## config.mk

```make
export PLATFORM = sky130hd
export DESIGN_NAME = key_debounce_event_generator_flat
export DESIGN_NICKNAME = d
export VERILOG_FILES = /design/src/hdl/kdeg_pkg.sv /design/src/hdl/kdeg_ifs.sv /design/src/hdl/kdeg_key_unit.sv /design/src/hdl/key_debounce_event_generator.sv /design/src/flat_wrapper.sv
export SDC_FILE = /design/constraint.sdc
export NUM_CORES = 1
export LEC_CHECK = 0
export BUFFER_PORTS_ARGS = -buffer_cell sky130_fd_sc_hd__buf_2
export CAP_MARGIN = 40
export CORE_MARGIN = 2
export CORE_UTILIZATION = 50
export CTS_CLUSTER_SIZE = 30
export DETAILED_ROUTE_END_ITERATION = 6
export PLACE_DENSITY_LB_ADDON = 0.1
export SLEW_MARGIN = 20
export SYNTH_ARGS = -nofsm -noshare
export SYNTH_HDL_FRONTEND = slang
export SYNTH_SLANG_ARGS = --single-unit
```

## constraint.sdc

```tcl
create_clock -name clk -period 9.08 [get_ports clk]
set_clock_uncertainty 0.1 [all_clocks]
set_input_delay 0.454 -clock clk [delete_from_list [all_inputs] [get_ports clk]]
set_output_delay 0.454 -clock clk [all_outputs]
set_load 0.05 [all_outputs]
```

## src/hdl/kdeg_pkg.sv

```systemverilog
// ============================================================================
// kdeg_pkg: shared types and constants for the key debounce event generator
// Event kinds, per-key config and event bundles, register map, reset values.
// ============================================================================
package kdeg_pkg;

    localparam int NUM_KEYS  = 3;
    localparam int NUM_SLOTS = 2 * NUM_KEYS;

    // Event kinds as they appear on the output
    typedef enum logic [1:0] {
        EV_DOWN = 2'd0,
        EV_UP   = 2'd1,
        EV_LONG = 2'd2
    } ev_kind_t;

    // Register indexes (byte address = 4 * index)
    localparam logic [2:0] REG_FILTER_TIME   = 3'd0;
    localparam logic [2:0] REG_LONG_KEY0     = 3'd1;
    localparam logic [2:0] REG_LONG_KEY1     = 3'd2;
    localparam logic [2:0] REG_LONG_COMBO    = 3'd3;
    localparam logic [2:0] REG_REPEAT_KEY0   = 3'd4;
    localparam logic [2:0] REG_REPEAT_KEY1   = 3'd5;
    localparam logic [2:0] REG_REPEAT_COMBO  = 3'd6;

    // Reset values
    localparam logic [6:0]  RST_FILTER_TIME  = 7'd5;
    localparam logic [15:0] RST_LONG_TIME    = 16'd100;
    localparam logic [7:0]  RST_REPEAT_KEY0  = 8'd5;
    localparam logic [7:0]  RST_REPEAT_KEY1  = 8'd6;
    localparam logic [7:0]  RST_REPEAT_COMBO = 8'd5;
    localparam logic [7:0]  RST_COUNT        = 8'(RST_FILTER_TIME / 2);

    // Per-key settings
    typedef struct packed {
        logic [6:0]  filter_time;
        logic [15:0] long_time;
        logic [7:0]  repeat_speed;
    } key_cfg_t;

    // Events of one key for one tick: primary (down/up), secondary (long/repeat)
    typedef struct packed {
        logic     pri_vld;
        ev_kind_t pri_kind;
        logic     sec_vld;
        ev_kind_t sec_kind;
    } key_ev_t;

endpackage

```

## src/hdl/kdeg_ifs.sv

```systemverilog
// ============================================================================
// kdeg_ifs: valid/ready channels of the key debounce event generator
// One interface for button ticks, one for events.
// ============================================================================
interface kdeg_key_if;
    logic valid;
    logic ready;
    logic button0_level;
    logic button1_level;

    modport source (output valid, output button0_level, output button1_level,
                    input ready);
    modport sink   (input valid, input button0_level, input button1_level,
                    output ready);
endinterface

interface kdeg_event_if;
    logic       valid;
    logic       ready;
    logic [3:0] event_code;
    logic [1:0] key_number;
    logic [1:0] event_kind;
    logic       last_event;

    modport source (output valid, output event_code, output key_number,
                    output event_kind, output last_event, input ready);
    modport sink   (input valid, input event_code, input key_number,
                    input event_kind, input last_event, output ready);
endinterface

```

## src/hdl/kdeg_key_unit.sv

```systemverilog
// ============================================================================
// kdeg_key_unit: debounce, long press and auto-repeat for one logical key
// Events for the current tick are combinational; state moves on step.
// ============================================================================
module kdeg_key_unit
    import kdeg_pkg::*;
(
    input  logic     clk,
    input  logic     rst_n,
    input  key_cfg_t cfg,
    input  logic     clear_repeat,
    input  logic     step,
    input  logic     down,
    output key_ev_t  ev
);

    logic [7:0]  cnt_reg, cnt_next;
    logic        pressed_reg, pressed_next;
    logic [15:0] hold_reg, hold_next;
    logic [7:0]  rep_reg, rep_next;

    logic [7:0]  filt;
    logic [7:0]  two_filt;
    logic [15:0] hold_inc;
    logic [7:0]  rep_inc;

    assign filt     = {1'b0, cfg.filter_time};
    assign two_filt = {cfg.filter_time, 1'b0};
    assign hold_inc = hold_reg + 16'd1;
    assign rep_inc  = rep_reg + 8'd1;

    always_comb
    begin
        cnt_next     = cnt_reg;
        pressed_next = pressed_reg;
        hold_next    = hold_reg;
        rep_next     = rep_reg;
        ev           = '{pri_vld: 1'b0, pri_kind: EV_DOWN, sec_vld: 1'b0, sec_kind: EV_DOWN};

        if (down)
        begin
            if (cnt_reg < filt)
            begin
                cnt_next = filt;
            end
            else if (cnt_reg < two_filt)
            begin
                cnt_next = cnt_reg + 8'd1;
            end
            else
            begin
                // settled pressed
                if (!pressed_reg)
                begin
                    pressed_next = 1'b1;
                    ev.pri_vld   = 1'b1;
                    ev.pri_kind  = EV_DOWN;
                end
                if (cfg.long_time != 16'd0)
                begin
                    if (hold_reg < cfg.long_time)
                    begin
                        hold_next = hold_inc;
                        if (hold_inc == cfg.long_time)
                        begin
                            ev.sec_vld  = 1'b1;
                            ev.sec_kind = EV_LONG;
                        end
                    end
                    else if (cfg.repeat_speed != 8'd0)
                    begin
                        if (rep_inc >= cfg.repeat_speed)
                        begin
                            rep_next    = 8'd0;
                            ev.sec_vld  = 1'b1;
                            ev.sec_kind = EV_DOWN;
                        end
                        else
                        begin
                            rep_next = rep_inc;
                        end
                    end
                end
            end
        end
        else
        begin
            if (cnt_reg > filt)
            begin
                cnt_next = filt;
            end
            else if (cnt_reg != 8'd0)
            begin
                cnt_next = cnt_reg - 8'd1;
            end
            else if (pressed_reg)
            begin
                pressed_next = 1'b0;
                ev.pri_vld   = 1'b1;
                ev.pri_kind  = EV_UP;
            end
            hold_next = 16'd0;
            rep_next  = 8'd0;
        end
    end

    always_ff @(posedge clk or negedge rst_n)
    begin
        if (!rst_n)
        begin
            cnt_reg     <= RST_COUNT;
            pressed_reg <= 1'b0;
            hold_reg    <= 16'd0;
            rep_reg     <= 8'd0;
        end
        else if (step)
        begin
            cnt_reg     <= cnt_next;
            pressed_reg <= pressed_next;
            hold_reg    <= hold_next;
            rep_reg     <= rep_next;
        end
        else if (clear_repeat)
        begin
            rep_reg <= 8'd0;
        end
    end

    // A tick with the key not down always clears hold and repeat
    a_release_clears: assert property (@(posedge clk) disable iff (!rst_n)
        step && !down |=> hold_reg == 16'd0 && rep_reg == 8'd0)
        else $error("hold/repeat not cleared on release tick");

    // A down event marks the key pressed, an up event released
    a_down_sets_pressed: assert property (@(posedge clk) disable iff (!rst_n)
        step && ev.pri_vld && ev.pri_kind == EV_DOWN |=> pressed_reg)
        else $error("down event without pressed flag");

    a_up_clears_pressed: assert property (@(posedge clk) disable iff (!rst_n)
        step && ev.pri_vld && ev.pri_kind == EV_UP |=> !pressed_reg)
        else $error("up event with pressed flag still set");

endmodule

```

## src/hdl/key_debounce_event_generator.sv

```systemverilog
// ============================================================================
// key_debounce_event_generator: debounced two-button keypad event source
// Three logical keys (button 0 alone, button 1 alone, both) with debounce,
// long press and auto-repeat; events leave one per cycle in key order while ev_out is ready.
// ============================================================================
//
//  channel   dir  handshake        payload
//  -------   ---  ---------------  --------------------------------------------
//  key_in    in   valid/ready      button0_level, button1_level (one scan tick)
//  ev_out    out  valid/ready      event_code, key_number, event_kind, last_event
//  apb       in   psel/penable     7 registers at 4*index, pready tied high
//
//  A tick is registered on accept, evaluated combinationally by the three key
//  units, and its events (up to four) go into a bundle register. The bundle
//  drains into the output register at one event per cycle while the output
//  is not stalled; an empty tick leaves the bundle free for the next tick.
//  A new tick is taken while the last event of the previous one waits.
//  Reset is asynchronous, active low; config registers return to kdeg_pkg values.
//  Output stalls back up through the bundle to key_in.ready.
//
module key_debounce_event_generator
    import kdeg_pkg::*;
(
    input  logic                clk,
    input  logic                rst_n,
    kdeg_key_if.sink            key_in,
    kdeg_event_if.source        ev_out,
    input  logic                psel,
    input  logic                penable,
    input  logic                pwrite,
    input  logic [4:0]          paddr,
    input  logic [31:0]         pwdata,
    output logic [31:0]         prdata,
    output logic                pready
);

    // ------------------------------------------------------------------
    // Configuration registers
    // ------------------------------------------------------------------
    logic [6:0]  filter_time_reg;
    logic [15:0] long_time_reg [NUM_KEYS];
    logic [7:0]  repeat_speed_reg [NUM_KEYS];

    logic        cfg_wr;
    logic [2:0]  cfg_idx;
    logic [NUM_KEYS-1:0] clear_repeat;

    assign pready  = 1'b1;
    assign cfg_wr  = psel && penable && pwrite;
    assign cfg_idx = paddr[4:2];

    always_ff @(posedge clk or negedge rst_n)
    begin
        if (!rst_n)
        begin
            filter_time_reg     <= RST_FILTER_TIME;
            long_time_reg[0]    <= RST_LONG_TIME;
            long_time_reg[1]    <= RST_LONG_TIME;
            long_time_reg[2]    <= RST_LONG_TIME;
            repeat_speed_reg[0] <= RST_REPEAT_KEY0;
            repeat_speed_reg[1] <= RST_REPEAT_KEY1;
            repeat_speed_reg[2] <= RST_REPEAT_COMBO;
        end
        else if (cfg_wr)
        begin
            unique case (cfg_idx)
                REG_FILTER_TIME:  filter_time_reg     <= pwdata[6:0];
                REG_LONG_KEY0:    long_time_reg[0]    <= pwdata[15:0];
                REG_LONG_KEY1:    long_time_reg[1]    <= pwdata[15:0];
                REG_LONG_COMBO:   long_time_reg[2]    <= pwdata[15:0];
                REG_REPEAT_KEY0:  repeat_speed_reg[0] <= pwdata[7:0];
                REG_REPEAT_KEY1:  repeat_speed_reg[1] <= pwdata[7:0];
                REG_REPEAT_COMBO: repeat_speed_reg[2] <= pwdata[7:0];
                default: ;
            endcase
        end
    end

    // Writing a key's long or repeat setting restarts its repeat count, unless a tick steps the keys in the same cycle
    always_comb
    begin
        clear_repeat = '0;
        if (cfg_wr)
        begin
            unique case (cfg_idx)
                REG_LONG_KEY0, REG_REPEAT_KEY0:   clear_repeat[0] = 1'b1;
                REG_LONG_KEY1, REG_REPEAT_KEY1:   clear_repeat[1] = 1'b1;
                REG_LONG_COMBO, REG_REPEAT_COMBO: clear_repeat[2] = 1'b1;
                default: ;
            endcase
        end
    end

    always_comb
    begin
        unique case (cfg_idx)
            REG_FILTER_TIME:  prdata = {25'd0, filter_time_reg};
            REG_LONG_KEY0:    prdata = {16'd0, long_time_reg[0]};
            REG_LONG_KEY1:    prdata = {16'd0, long_time_reg[1]};
            REG_LONG_COMBO:   prdata = {16'd0, long_time_reg[2]};
            REG_REPEAT_KEY0:  prdata = {24'd0, repeat_speed_reg[0]};
            REG_REPEAT_KEY1:  prdata = {24'd0, repeat_speed_reg[1]};
            REG_REPEAT_COMBO: prdata = {24'd0, repeat_speed_reg[2]};
            default:          prdata = 32'd0;
        endcase
    end

    // ------------------------------------------------------------------
    // Input register
    // ------------------------------------------------------------------
    logic in_vld_reg, in_vld_next;
    logic b0_reg, b1_reg;
    logic in_acc;
    logic tick_go;      // registered tick is evaluated and handed to the bundle

    assign key_in.ready = !in_vld_reg || tick_go;
    assign in_acc       = key_in.valid && key_in.ready;

    always_comb
    begin
        in_vld_next = in_vld_reg;
        if (in_acc)
            in_vld_next = 1'b1;
        else if (tick_go)
            in_vld_next = 1'b0;
    end

    always_ff @(posedge clk or negedge rst_n)
    begin
        if (!rst_n)
            in_vld_reg <= 1'b0;
        else
            in_vld_reg <= in_vld_next;
    end

    always_ff @(posedge clk)
    begin
        if (in_acc)
        begin
            b0_reg <= key_in.button0_level;
            b1_reg <= key_in.button1_level;
        end
    end

    // ------------------------------------------------------------------
    // Key units
    // ------------------------------------------------------------------
    logic [NUM_KEYS-1:0] key_down;
    key_ev_t             key_ev [NUM_KEYS];

    assign key_down[0] = b0_reg && !b1_reg;
    assign key_down[1] = b1_reg && !b0_reg;
    assign key_down[2] = b0_reg && b1_reg;

    for (genvar k = 0; k < NUM_KEYS; k++)
    begin : g_key
        key_cfg_t kcfg;

        assign kcfg.filter_time  = filter_time_reg;
        assign kcfg.long_time    = long_time_reg[k];
        assign kcfg.repeat_speed = repeat_speed_reg[k];

        kdeg_key_unit u_key (
            .clk          (clk),
            .rst_n        (rst_n),
            .cfg          (kcfg),
            .clear_repeat (clear_repeat[k]),
            .step         (tick_go),
            .down         (key_down[k]),
            .ev           (key_ev[k])
        );
    end

    // ------------------------------------------------------------------
    // Event bundle: slot 2k = key k down/up, slot 2k+1 = key k long/repeat
    // ------------------------------------------------------------------
    logic [NUM_SLOTS-1:0] bnd_mask_reg, bnd_mask_next;
    ev_kind_t             bnd_kind_reg [NUM_SLOTS];
    logic [NUM_SLOTS-1:0] new_mask;
    logic [NUM_SLOTS-1:0] mask_after;
    logic [2:0]           pop_idx;
    logic                 pop;
    logic                 pop_last;
    logic                 bnd_free;
    logic                 out_free;

    always_comb
    begin
        for (int k = 0; k < NUM_KEYS; k++)
        begin
            new_mask[2*k]   = key_ev[k].pri_vld;
            new_mask[2*k+1] = key_ev[k].sec_vld;
        end
    end

    // lowest pending slot goes first: key order, down/up before long/repeat
    always_comb
    begin
        logic found;
        found   = 1'b0;
        pop_idx = 3'd0;
        for (int i = 0; i < NUM_SLOTS; i++)
        begin
            if (bnd_mask_reg[i] && !found)
            begin
                pop_idx = 3'(i);
                found   = 1'b1;
            end
        end
    end

    assign mask_after = bnd_mask_reg & ~(NUM_SLOTS'(1) << pop_idx);
    assign pop_last   = (mask_after == '0);
    assign out_free   = !ev_out.valid || ev_out.ready;
    assign pop        = (bnd_mask_reg != '0) && out_free;
    assign bnd_free   = (bnd_mask_reg == '0) || (pop && pop_last);
    assign tick_go    = in_vld_reg && bnd_free;

    always_comb
    begin
        bnd_mask_next = bnd_mask_reg;
        if (tick_go)
            bnd_mask_next = new_mask;
        else if (pop)
            bnd_mask_next = mask_after;
    end

    always_ff @(posedge clk or negedge rst_n)
    begin
        if (!rst_n)
            bnd_mask_reg <= '0;
        else
            bnd_mask_reg <= bnd_mask_next;
    end

    always_ff @(posedge clk)
    begin
        if (tick_go)
        begin
            for (int k = 0; k < NUM_KEYS; k++)
            begin
                bnd_kind_reg[2*k]   <= key_ev[k].pri_kind;
                bnd_kind_reg[2*k+1] <= key_ev[k].sec_kind;
            end
        end
    end

    // ------------------------------------------------------------------
    // Output register
    // ------------------------------------------------------------------
    logic       out_vld_reg, out_vld_next;
    logic [3:0] out_code_reg;
    logic [1:0] out_key_reg;
    ev_kind_t   out_kind_reg;
    logic       out_last_reg;
    logic [1:0] pop_key;
    ev_kind_t   pop_kind;
    logic [3:0] pop_code;

    assign pop_key  = pop_idx[2:1];
    assign pop_kind = bnd_kind_reg[pop_idx];
    // code = 3*key + kind + 1
    assign pop_code = ({2'b00, pop_key} << 1) + {2'b00, pop_key}
                    + {2'b00, pop_kind} + 4'd1;

    always_comb
    begin
        out_vld_next = out_vld_reg;
        if (pop)
            out_vld_next = 1'b1;
        else if (ev_out.ready)
            out_vld_next = 1'b0;
    end

    always_ff @(posedge clk or negedge rst_n)
    begin
        if (!rst_n)
            out_vld_reg <= 1'b0;
        else
            out_vld_reg <= out_vld_next;
    end

    always_ff @(posedge clk)
    begin
        if (pop)
        begin
            out_code_reg <= pop_code;
            out_key_reg  <= pop_key;
            out_kind_reg <= pop_kind;
            out_last_reg <= pop_last;
        end
    end

    assign ev_out.valid      = out_vld_reg;
    assign ev_out.event_code = out_code_reg;
    assign ev_out.key_number = out_key_reg;
    assign ev_out.event_kind = out_kind_reg;
    assign ev_out.last_event = out_last_reg;

    // ------------------------------------------------------------------
    // Assertions
    // ------------------------------------------------------------------
    a_pop_fills_out: assert property (@(posedge clk) disable iff (!rst_n)
        pop |=> out_vld_reg)
        else $error("popped event did not reach output register");

    a_bundle_kept: assert property (@(posedge clk) disable iff (!rst_n)
        pop && !pop_last |=> bnd_mask_reg != '0)
        else $error("pending events of a tick were dropped");

    a_last_marked: assert property (@(posedge clk) disable iff (!rst_n)
        pop && pop_last |=> out_last_reg)
        else $error("final event of tick not marked last");

    a_no_overwrite: assert property (@(posedge clk) disable iff (!rst_n)
        tick_go && bnd_mask_reg != '0 |-> pop && pop_last)
        else $error("bundle overwritten before drained");

endmodule

```

## src/flat_wrapper.sv

```systemverilog
// flat-port wrapper written by rule: the top's interface ports become plain ports
module key_debounce_event_generator_flat import kdeg_pkg::*;
  (clk, rst_n, psel, penable, pwrite, paddr, pwdata, prdata, pready, key_in_valid, key_in_button0_level, key_in_button1_level, key_in_ready, ev_out_valid, ev_out_event_code, ev_out_key_number, ev_out_event_kind, ev_out_last_event, ev_out_ready);
  kdeg_key_if key_in_i ();
  kdeg_event_if ev_out_i ();
  input  logic clk;
  input  logic rst_n;
  input  logic psel;
  input  logic penable;
  input  logic pwrite;
  input  logic [4:0] paddr;
  input  logic [31:0] pwdata;
  output logic [31:0] prdata;
  output logic pready;
  input wire logic [$bits(key_in_i.valid)-1:0] key_in_valid;
  input wire logic [$bits(key_in_i.button0_level)-1:0] key_in_button0_level;
  input wire logic [$bits(key_in_i.button1_level)-1:0] key_in_button1_level;
  output wire logic [$bits(key_in_i.ready)-1:0] key_in_ready;
  output wire logic [$bits(ev_out_i.valid)-1:0] ev_out_valid;
  output wire logic [$bits(ev_out_i.event_code)-1:0] ev_out_event_code;
  output wire logic [$bits(ev_out_i.key_number)-1:0] ev_out_key_number;
  output wire logic [$bits(ev_out_i.event_kind)-1:0] ev_out_event_kind;
  output wire logic [$bits(ev_out_i.last_event)-1:0] ev_out_last_event;
  input wire logic [$bits(ev_out_i.ready)-1:0] ev_out_ready;
  assign key_in_i.valid = key_in_valid;
  assign key_in_i.button0_level = key_in_button0_level;
  assign key_in_i.button1_level = key_in_button1_level;
  assign key_in_ready = key_in_i.ready;
  assign ev_out_valid = ev_out_i.valid;
  assign ev_out_event_code = ev_out_i.event_code;
  assign ev_out_key_number = ev_out_i.key_number;
  assign ev_out_event_kind = ev_out_i.event_kind;
  assign ev_out_last_event = ev_out_i.last_event;
  assign ev_out_i.ready = ev_out_ready;
  key_debounce_event_generator u_core (.clk(clk), .rst_n(rst_n), .key_in(key_in_i), .ev_out(ev_out_i), .psel(psel), .penable(penable), .pwrite(pwrite), .paddr(paddr), .pwdata(pwdata), .prdata(prdata), .pready(pready));
endmodule
```

==> results, run 1 <==
- The placer's final routability congestion estimate is 0.894.
- The run finished with clean final reports.
- The maximum number of pins on one net before global-route repair is 59.
- For the worst flop-to-flop path, the logic depth is 9.
- The count of unresolved DRC violations after routing is 0.
- The biggest area contributor in the post-synthesis netlist is sky130_fd_sc_hd__dfrtp_1.
- The average instance area after synthesis is 8.69 um2.
- Global routing consumed, on the met3 layer, 3.43% of the routing resources.
- The critical path starts at u_core.g_key[1].kcfg[13]$_DFFE_PN1P_.
- For this design the top-level I/O count stands at 90.
- After layout, the worst setup slack is 5.25 ns.
- The max-slew violation total from the final report is 0.
- Across the run, the number of max-cap violations was 0.
- The met1 track demand over resource in global routing is 37.6%.
- Setup total negative slack on the finished layout was measured at 0 ns.
- The critical path class is flop to flop.
- The number of nets in the finished design is 1,956.
- The area growth from synthesis to final layout is 10.5%.
- The kind of start point of the critical path is a flop.
- In this run the number of cells on the critical path is 9.
- The worst pin sits at a relative slew slack of 41.3%.
- The HPWL after detailed placement is 33,200 um.
- Clock latency on the worst-skew pair, taken at its later pin, is 0.55 ns.
- For this design the ratio of total power to cell area is 244 nW/um2.
- The floorplan step set the die width to 178 um.
- The area share of the largest cell type after synthesis is 27.3%.
- The share of the core filled with cells is 56.4%.
- Based on the critical path, the design can be clocked at up to 261 MHz.
- The hold violation count in the final report is 0.
- The clock transition at the registers of the reported paths is 0.06 ns.
- The most used flip-flop cell after synthesis is sky130_fd_sc_hd__dfrtp_1.
- The capturing element type of the critical path is a flop.
- The post-synthesis cell type count is 87.
- CTS built an H-tree with a depth of 1.
- The number of antenna violations at the first check in global routing is 0.
- The smallest clock period supported by the final layout is computed as 3.83 ns.
- The netlist area before placement is 15,200 um2.
- The worst slack after detailed placement is 5.35 ns.
- Data on the critical path is required at its endpoint by 9.41 ns.
- Setup repair after global routing left no endpoint under its margin.
- After global routing the overflow that remains totals 0.
- Counting both buffers and inverters, the worst setup path holds a total of 1.
- The number of warnings issued by yosys is 0.
- The fraction of layout instances using a drive strength above 1 is 11.3%.
- The clock passes through at most 3 buffers.
- The tree is rooted in a sky130_fd_sc_hd__clkbuf_16.
- The core region is 29,800 um2.
- Summed over all cells, the static leakage comes to 0.00766 uW.
- The post-cts sizing count is 0.
- Sorting the synthesized cells by area gives the leading types as sky130_fd_sc_hd__dfrtp_1 (27%), sky130_fd_sc_hd__ha_1 (10%), sky130_fd_sc_hd__o21ai_0 (5.0%).
- The total iterations of the first detailed-routing run is 5.
- Counting flops with an async set or reset pin after synthesis yields a share of 91.6%.
- The average wire length per cell after detail routing is 20.4 um.
- The maximum fanout count along the critical path is 10.
- The final wirelength is 44,600 um.
- The TritonCTS clock tree is built.
- IR analysis of the VDD net gives a maximum drop of 159 uV.
- The met2 demand-to-capacity share in global routing is 47.0%.
- The count of flip-flops with a built-in enable after synthesis is 17.
- The data arrival time of the critical path is 4.16 ns.
- Grouping stages by cell kind, the critical path spends the most delay in compound AO/OA/AOI/OAI gates.
- Synthesis produced a netlist whose cell count is 1,751.
- The count of routing violations after the opening detailed-route iteration is 990.
- Traced cell by cell, the critical path runs through inv_1 > ha_1 > a22o_1 > nor4_1 > o21ai_0 > a211oi_1 > nand2_1 > a21o_1 > a221o_1.
- Counting flops and latches in the post-synthesis netlist gives 203.
- The capture instance of the worst register-to-register path is u_core.g_key[1].u_key.hold_reg[9]$_DFFE_PN0P_.
- The worst register-to-register path has a setup slack of 5.25 ns.
- Sequential elements use 34.1% of the synthesized area.
- The first global-routing pass estimated 70,100 um of wire.
- The via count of the first global-routing pass is 12,800.
- The layer flagged by global routing as most heavily used is met2.
- The height of the die is 178 um.
- The capturing element of the worst setup path is u_core.g_key[1].u_key.hold_reg[9]$_DFFE_PN0P_.
- The final critical-path share of the clock period is 42.2%.
- The count of nets left with antenna violations after detail routing is 0.
- The total inserted antenna cells is 0.
- The starting utilization of the core area is 51.0%.
- Global routing used 28.0% of the available tracks.
- The die outline area is 31,800 um2.
- The register with the most flip-flops in the layout has 72 of them.
- The commonest cells after synthesis are sky130_fd_sc_hd__dfrtp_1 (166), sky130_fd_sc_hd__nand2_1 (166), sky130_fd_sc_hd__o21ai_0 (151), sky130_fd_sc_hd__ha_1 (127), sky130_fd_sc_hd__inv_1 (117).
- The floorplan has 63 rows.
- The number of input and output port buffers inserted is 54.
- The routed layout has 13,500 vias.
- Clock tree synthesis inserted a total of 26 buffers.
- The final setup violation count is 0.
- The total number of clock tree sinks is 203.
- The worst hold path belongs to the class primary input to flop.
- The post-CTS setup buffer count is 0.
- On the worst path, the slowest cell contributes a delay of 0.78 ns.
- The via count normalized by instance count is 6.17.
- The worst flop-to-flop path startpoint is u_core.g_key[1].kcfg[13]$_DFFE_PN1P_.
- The slew at the pin with the worst max-slew slack is 0.876 ns.
- Fill cells in the final layout number 2,735.
- For this design, the slowest cell found on the critical path is sky130_fd_sc_hd__a211oi_1.
-- cell usage in the layout, fill, tap and decap left out, types with 19 or more instances in the layout --
| cell | instances |
|---|---|
| sky130_fd_sc_hd__dfstp_2 | 20 |
| sky130_fd_sc_hd__nor2_1 | 112 |
| sky130_fd_sc_hd__nor2b_1 | 20 |
| sky130_fd_sc_hd__nand2_1 | 166 |
| sky130_fd_sc_hd__buf_2 | 54 |
| sky130_fd_sc_hd__dfrtp_1 | 166 |
| sky130_fd_sc_hd__xnor2_1 | 51 |
| sky130_fd_sc_hd__mux2_2 | 29 |
| sky130_fd_sc_hd__xor2_1 | 38 |
| sky130_fd_sc_hd__inv_1 | 117 |
| sky130_fd_sc_hd__buf_4 | 19 |
| sky130_fd_sc_hd__nand2b_1 | 21 |
| sky130_fd_sc_hd__nand3_1 | 55 |
| sky130_fd_sc_hd__nor4_1 | 37 |
| sky130_fd_sc_hd__o21ai_0 | 151 |
| sky130_fd_sc_hd__a21oi_1 | 78 |
| sky130_fd_sc_hd__nor3_1 | 42 |
| sky130_fd_sc_hd__a31oi_1 | 21 |
| sky130_fd_sc_hd__clkbuf_16 | 26 |
| sky130_fd_sc_hd__a22oi_1 | 20 |
| sky130_fd_sc_hd__ha_1 | 127 |
| sky130_fd_sc_hd__and3_1 | 42 |
| sky130_fd_sc_hd__nand4_1 | 28 |
-- timing repair --
item | CTS | global route
hold endpoints to repair | 51 | 0
endpoints found under the setup margin | 0 | 0
hold buffers | 3 | 0
-- routing by layer --
layer,vias up,part of all wire [%]
met5,-,0
met2,394,47
met4,0,3.4
met3,94,4.8
li1,6458,-
met1,6573,44
-- power by group --
part	total (uW)	switching [uW]	internal, uW
Combinational	1600	1010	589
Sequential	1370	266	1100
Clock	1130	425	707
-- area by class of cell --
class / count / area [um2] / share of cell area, %
clock buffers: 33 / 727 / 4.33
clock inverters: 15 / 214 / 1.27
inverters: 118 / 443 / 2.64
multi-input cells: 1349 / 9190 / 54.7
flip-flops and latches: 203 / 5190 / 30.9
well taps: 390 / 488 / 2.90
repair buffers: 83 / 554 / 3.30
-- worst min path at each step --
stage	start	slack, ns	endpoint	depth (start not counted)
6_report	key_in_valid	0.02	u_core.in_vld_reg$_DFFE_PN0P_	2
5_1_grt	key_in_valid	0.01	u_core.in_vld_reg$_DFFE_PN0P_	2
4_1_cts	key_in_valid	0.003	u_core.in_vld_reg$_DFFE_PN0P_	2
3_5_place_dp	rst_n	0.35	u_core.g_key[0].u_key.cnt_reg[2]$_DFFE_PN0P_	1
3_3_place_gp	rst_n	0.36	u_core.g_key[0].u_key.cnt_reg[2]$_DFFE_PN0P_	1
2_1_floorplan	rst_n	0.06	u_core.bnd_mask_reg[0]$_DFFE_PN0P_	0
-- metrics by stage --
step	instances	power [uW]	instance area, um2	hold WS (ns)
3_3_place_gp	2130	2900	15700	0.356
6_report	2191	4100	16800	0.0236
5_1_grt	2191	4370	16800	0.0150
4_1_cts	2189	4100	16800	0.00287
3_5_place_dp	2138	2950	15800	0.353
2_1_floorplan	1766	2470	15300	0.0584
-- cells by family (layout without fill, tap and decap cells) --
| family | count (synthesis) | after routing | synth area share [%] |
|---|---|---|---|
| other | 2 | 17 | 0.0494 |
| buffers and inverters | 214 | 249 | 5.86 |
| AND/OR/NAND/NOR | 604 | 604 | 20.3 |
| AO/OA/AOI/OAI | 462 | 462 | 20.1 |
| XOR/XNOR | 89 | 89 | 5.13 |
| flip-flops | 203 | 203 | 34.1 |
| adder cells (fa/ha/maj) | 130 | 130 | 10.8 |
| multiplexers | 47 | 47 | 3.74 |
Note: power is estimated with default switching activity, not from simulation.
==> run 2: changes to the inputs <==
- clock period: 9.08 -> 3.1 ns (I/O delays scaled with it)
==> results, run 2 (synthesis gave the netlist of run 1 again) <==
- The number of antenna violations at the first check in global routing is 0.
- Walking the worst path, the cells encountered are inv_1 > ha_1 > nor4_1 > o21ai_0 > a211o_1 > nor3_2 > o21ai_1 > buf_4 > a221o_1.
- On the final layout, the worst hold slack is 0.0926 ns.
- The hold violation count in the final report is 0.
- The cell type of the slowest stage on the worst timing path is sky130_fd_sc_hd__dfstp_2.
- At the end of routability-driven placement, the weighted congestion stood at 0.901.
- The total routing usage reported by global routing is 28.9%.
- The filler cells instantiated in the layout total 2,705.
- In this run the number of H-tree levels came out at 1.
- The required arrival time at the worst endpoint is 3.43 ns.
- The flip-flop count of the largest register, all copies and words added is 72.
- The first routing iteration left 1,108 violations.
- The area growth from synthesis to final layout is 15.9%.
- Setup violations remaining at the end of the flow were counted as 0.
- In this run the static leakage power is 0.00815 uW.
- The row count is 63.
- Once the clock tree was built, the setup fixing pass inserted 0 buffers.
- Setup repair after global routing left no endpoint under its margin.
- The total number of clock tree sinks is 203.
- The area of the placeable core is 29,800 um2.
- The die outline area is 31,800 um2.
- The biggest cell delay along the critical path is 0.60 ns.
- VDD sags by at most 427 uV.
- The placed instance count is 2,235.
- For this run, the detailed router's first-pass iteration total came to 5.
- The path class of the tightest hold or removal check is primary input to async pin.
- The ratio of total power to cell area is 698 nW/um2.
- The fraction of layout instances using a drive strength above 1 is 15.7%.
- The number of top-level pins is 90.
- OpenSTA, run right after detailed placement, puts the worst setup slack at 0.0946 ns.
- The total negative slack for setup checks is 0 ns.
- Clock latency on the worst-skew pair, taken at its later pin, is 0.55 ns.
- The critical path class is flop to flop.
- The data arrival time of the critical path is 3.31 ns.
- The max-slew violation total from the final report is 0.
- The clock tree buffer depth is 3.
- Derived from the worst setup path, the maximum achievable clock frequency is 335 MHz.
- In the finished design, the share of the clock period the worst path needs comes to 96.2%.
- Detailed placement finished with a half-perimeter wire length of 34,300 um.
- The clock transition at the registers of the reported paths is 0.06 ns.
- The number of antenna diodes in the final layout is 0.
- The capturing element type of the critical path is a flop.
- The die width is 178 um.
- The remaining global-route overflow is 0.
- The starting utilization of the core area is 51.0%.
- Excluding fillers, the count of instances in the completed layout stands at 2,304.
- The flow ran to the end, and the final reports show no timing, DRC or antenna violations.
- In the layout the commonest cells are sky130_fd_sc_hd__nand2_1 (166), sky130_fd_sc_hd__dfrtp_1 (166), sky130_fd_sc_hd__o21ai_0 (150).
- In this run the remaining antenna-violating nets after routing total 0.
- The average wire length per cell after detail routing is 19.9 um.
- The minimum clock period after layout is 2.98 ns.
- The number of nets in the finished design is 2,069.
- The worst pin sits at a relative slew slack of 51.6%.
- The max-cap violation count is 0.
- The first global-routing pass estimated 72,300 um of wire.
- In this run the tool buffered the top-level ports with 54 buffer cells.
- The final wirelength is 45,700 um.
- The kind of start point of the critical path is a flop.
- The height of the die is 178 um.
- The final worst setup slack is 0.117 ns.
- Buffers inserted during clock tree synthesis total 26.
- The final route contains 14,000 vias.
- The CTS root buffer is sky130_fd_sc_hd__clkbuf_16.
- Of all nets on the critical path, the largest fanout is 13.
- The slew at the pin with the worst max-slew slack is 0.723 ns.
- The via count normalized by instance count is 6.06.
- TritonCTS built the clock tree.
- The via count of the first global-routing pass is 13,400.
- The count of unresolved DRC violations after routing is 0.
- Entering global routing, the biggest net connects 69 pins.
run 2: worst paths after layout:
| path | from | endpoint | slack [ns] | cells after the start |
|---|---|---|---|---|
| max | u_core.g_key[2].kcfg[14]$_DFFE_PN1P_ | u_core.g_key[2].u_key.hold_reg[13]$_DFFE_PN0P_ | 0.12 | 9 |
| min | rst_n | u_core.g_key[0].u_key.cnt_reg[7]$_DFFE_PN0P_ | 0.09 | 2 |
| max reg2reg | u_core.g_key[2].kcfg[14]$_DFFE_PN1P_ | u_core.g_key[2].u_key.hold_reg[13]$_DFFE_PN0P_ | 0.12 | 9 |
| min reg2reg | u_core.g_key[2].u_key.rep_reg[7]$_DFFE_PN0P_ | u_core.g_key[2].u_key.rep_reg[7]$_DFFE_PN0P_ | 0.41 | 1 |
| max in group asynchronous | rst_n | u_core.g_key[1].u_key.hold_reg[15]$_DFFE_PN0P_ | 1.87 | 3 |
| min in group clk | paddr[4] | u_core.g_key[1].kcfg[2]$_DFFE_PN1P_ | 0.19 | 6 |
run 2: metal layers:
layer,vias to the layer above,global-route usage (%),share of wire [%]
met5,-,0,0
met4,0,11.7,4.0
met3,96,3.47,5.3
met2,437,48.4,47
met1,6783,38.2,43
li1,6657,-,-
run 2: area by class of cell:
type	instances	area [um2]	area share, %
clock buffer	42	793	4.50
clock inverter	6	57.6	0.327
inverter	118	443	2.51
multi-input combinational	1349	9230	52.4
sequential	203	5190	29.4
tap	390	488	2.77
timing repair buffer	196	1420	8.07
run 2: report_power, final:
group	total (uW)	internal [uW]	leakage (uW)	switching, uW
combinational	5430	2140	0.00522	3290
clock	3030	1820	0.000416	1200
sequential	3840	3230	0.00252	612
run 2: worst max-delay path: cells and delay by family, from the launching register on:
kind	cells	cell delay, ns
and+or+nand+nor	2	0.60
buffers and inverters	2	0.30
DFF	1	0.60
adders and majority gates	1	0.20
AOI/OAI and AO/OA	4	1.06
run 2: timing repair:
item / 4_1_cts / 5_1_grt
hold endpoints to repair: 151 / 0
endpoints found under the setup margin: 0 / 40
gates resized for setup: 0 / 12
hold buffers: 21 / 0
run 2: through the flow:
| step | cell area, um2 | util [%] | total power, uW |
|---|---|---|---|
| after floorplan | 15300 | - | 7240 |
| after global placement | 16500 | 55.5 | 9020 |
| after detailed placement | 16500 | 55.5 | 9150 |
| after CTS | 17600 | 59.0 | 12200 |
| after global routing | 17600 | 59.2 | 13100 |
| final | 17600 | 59.2 | 12300 |
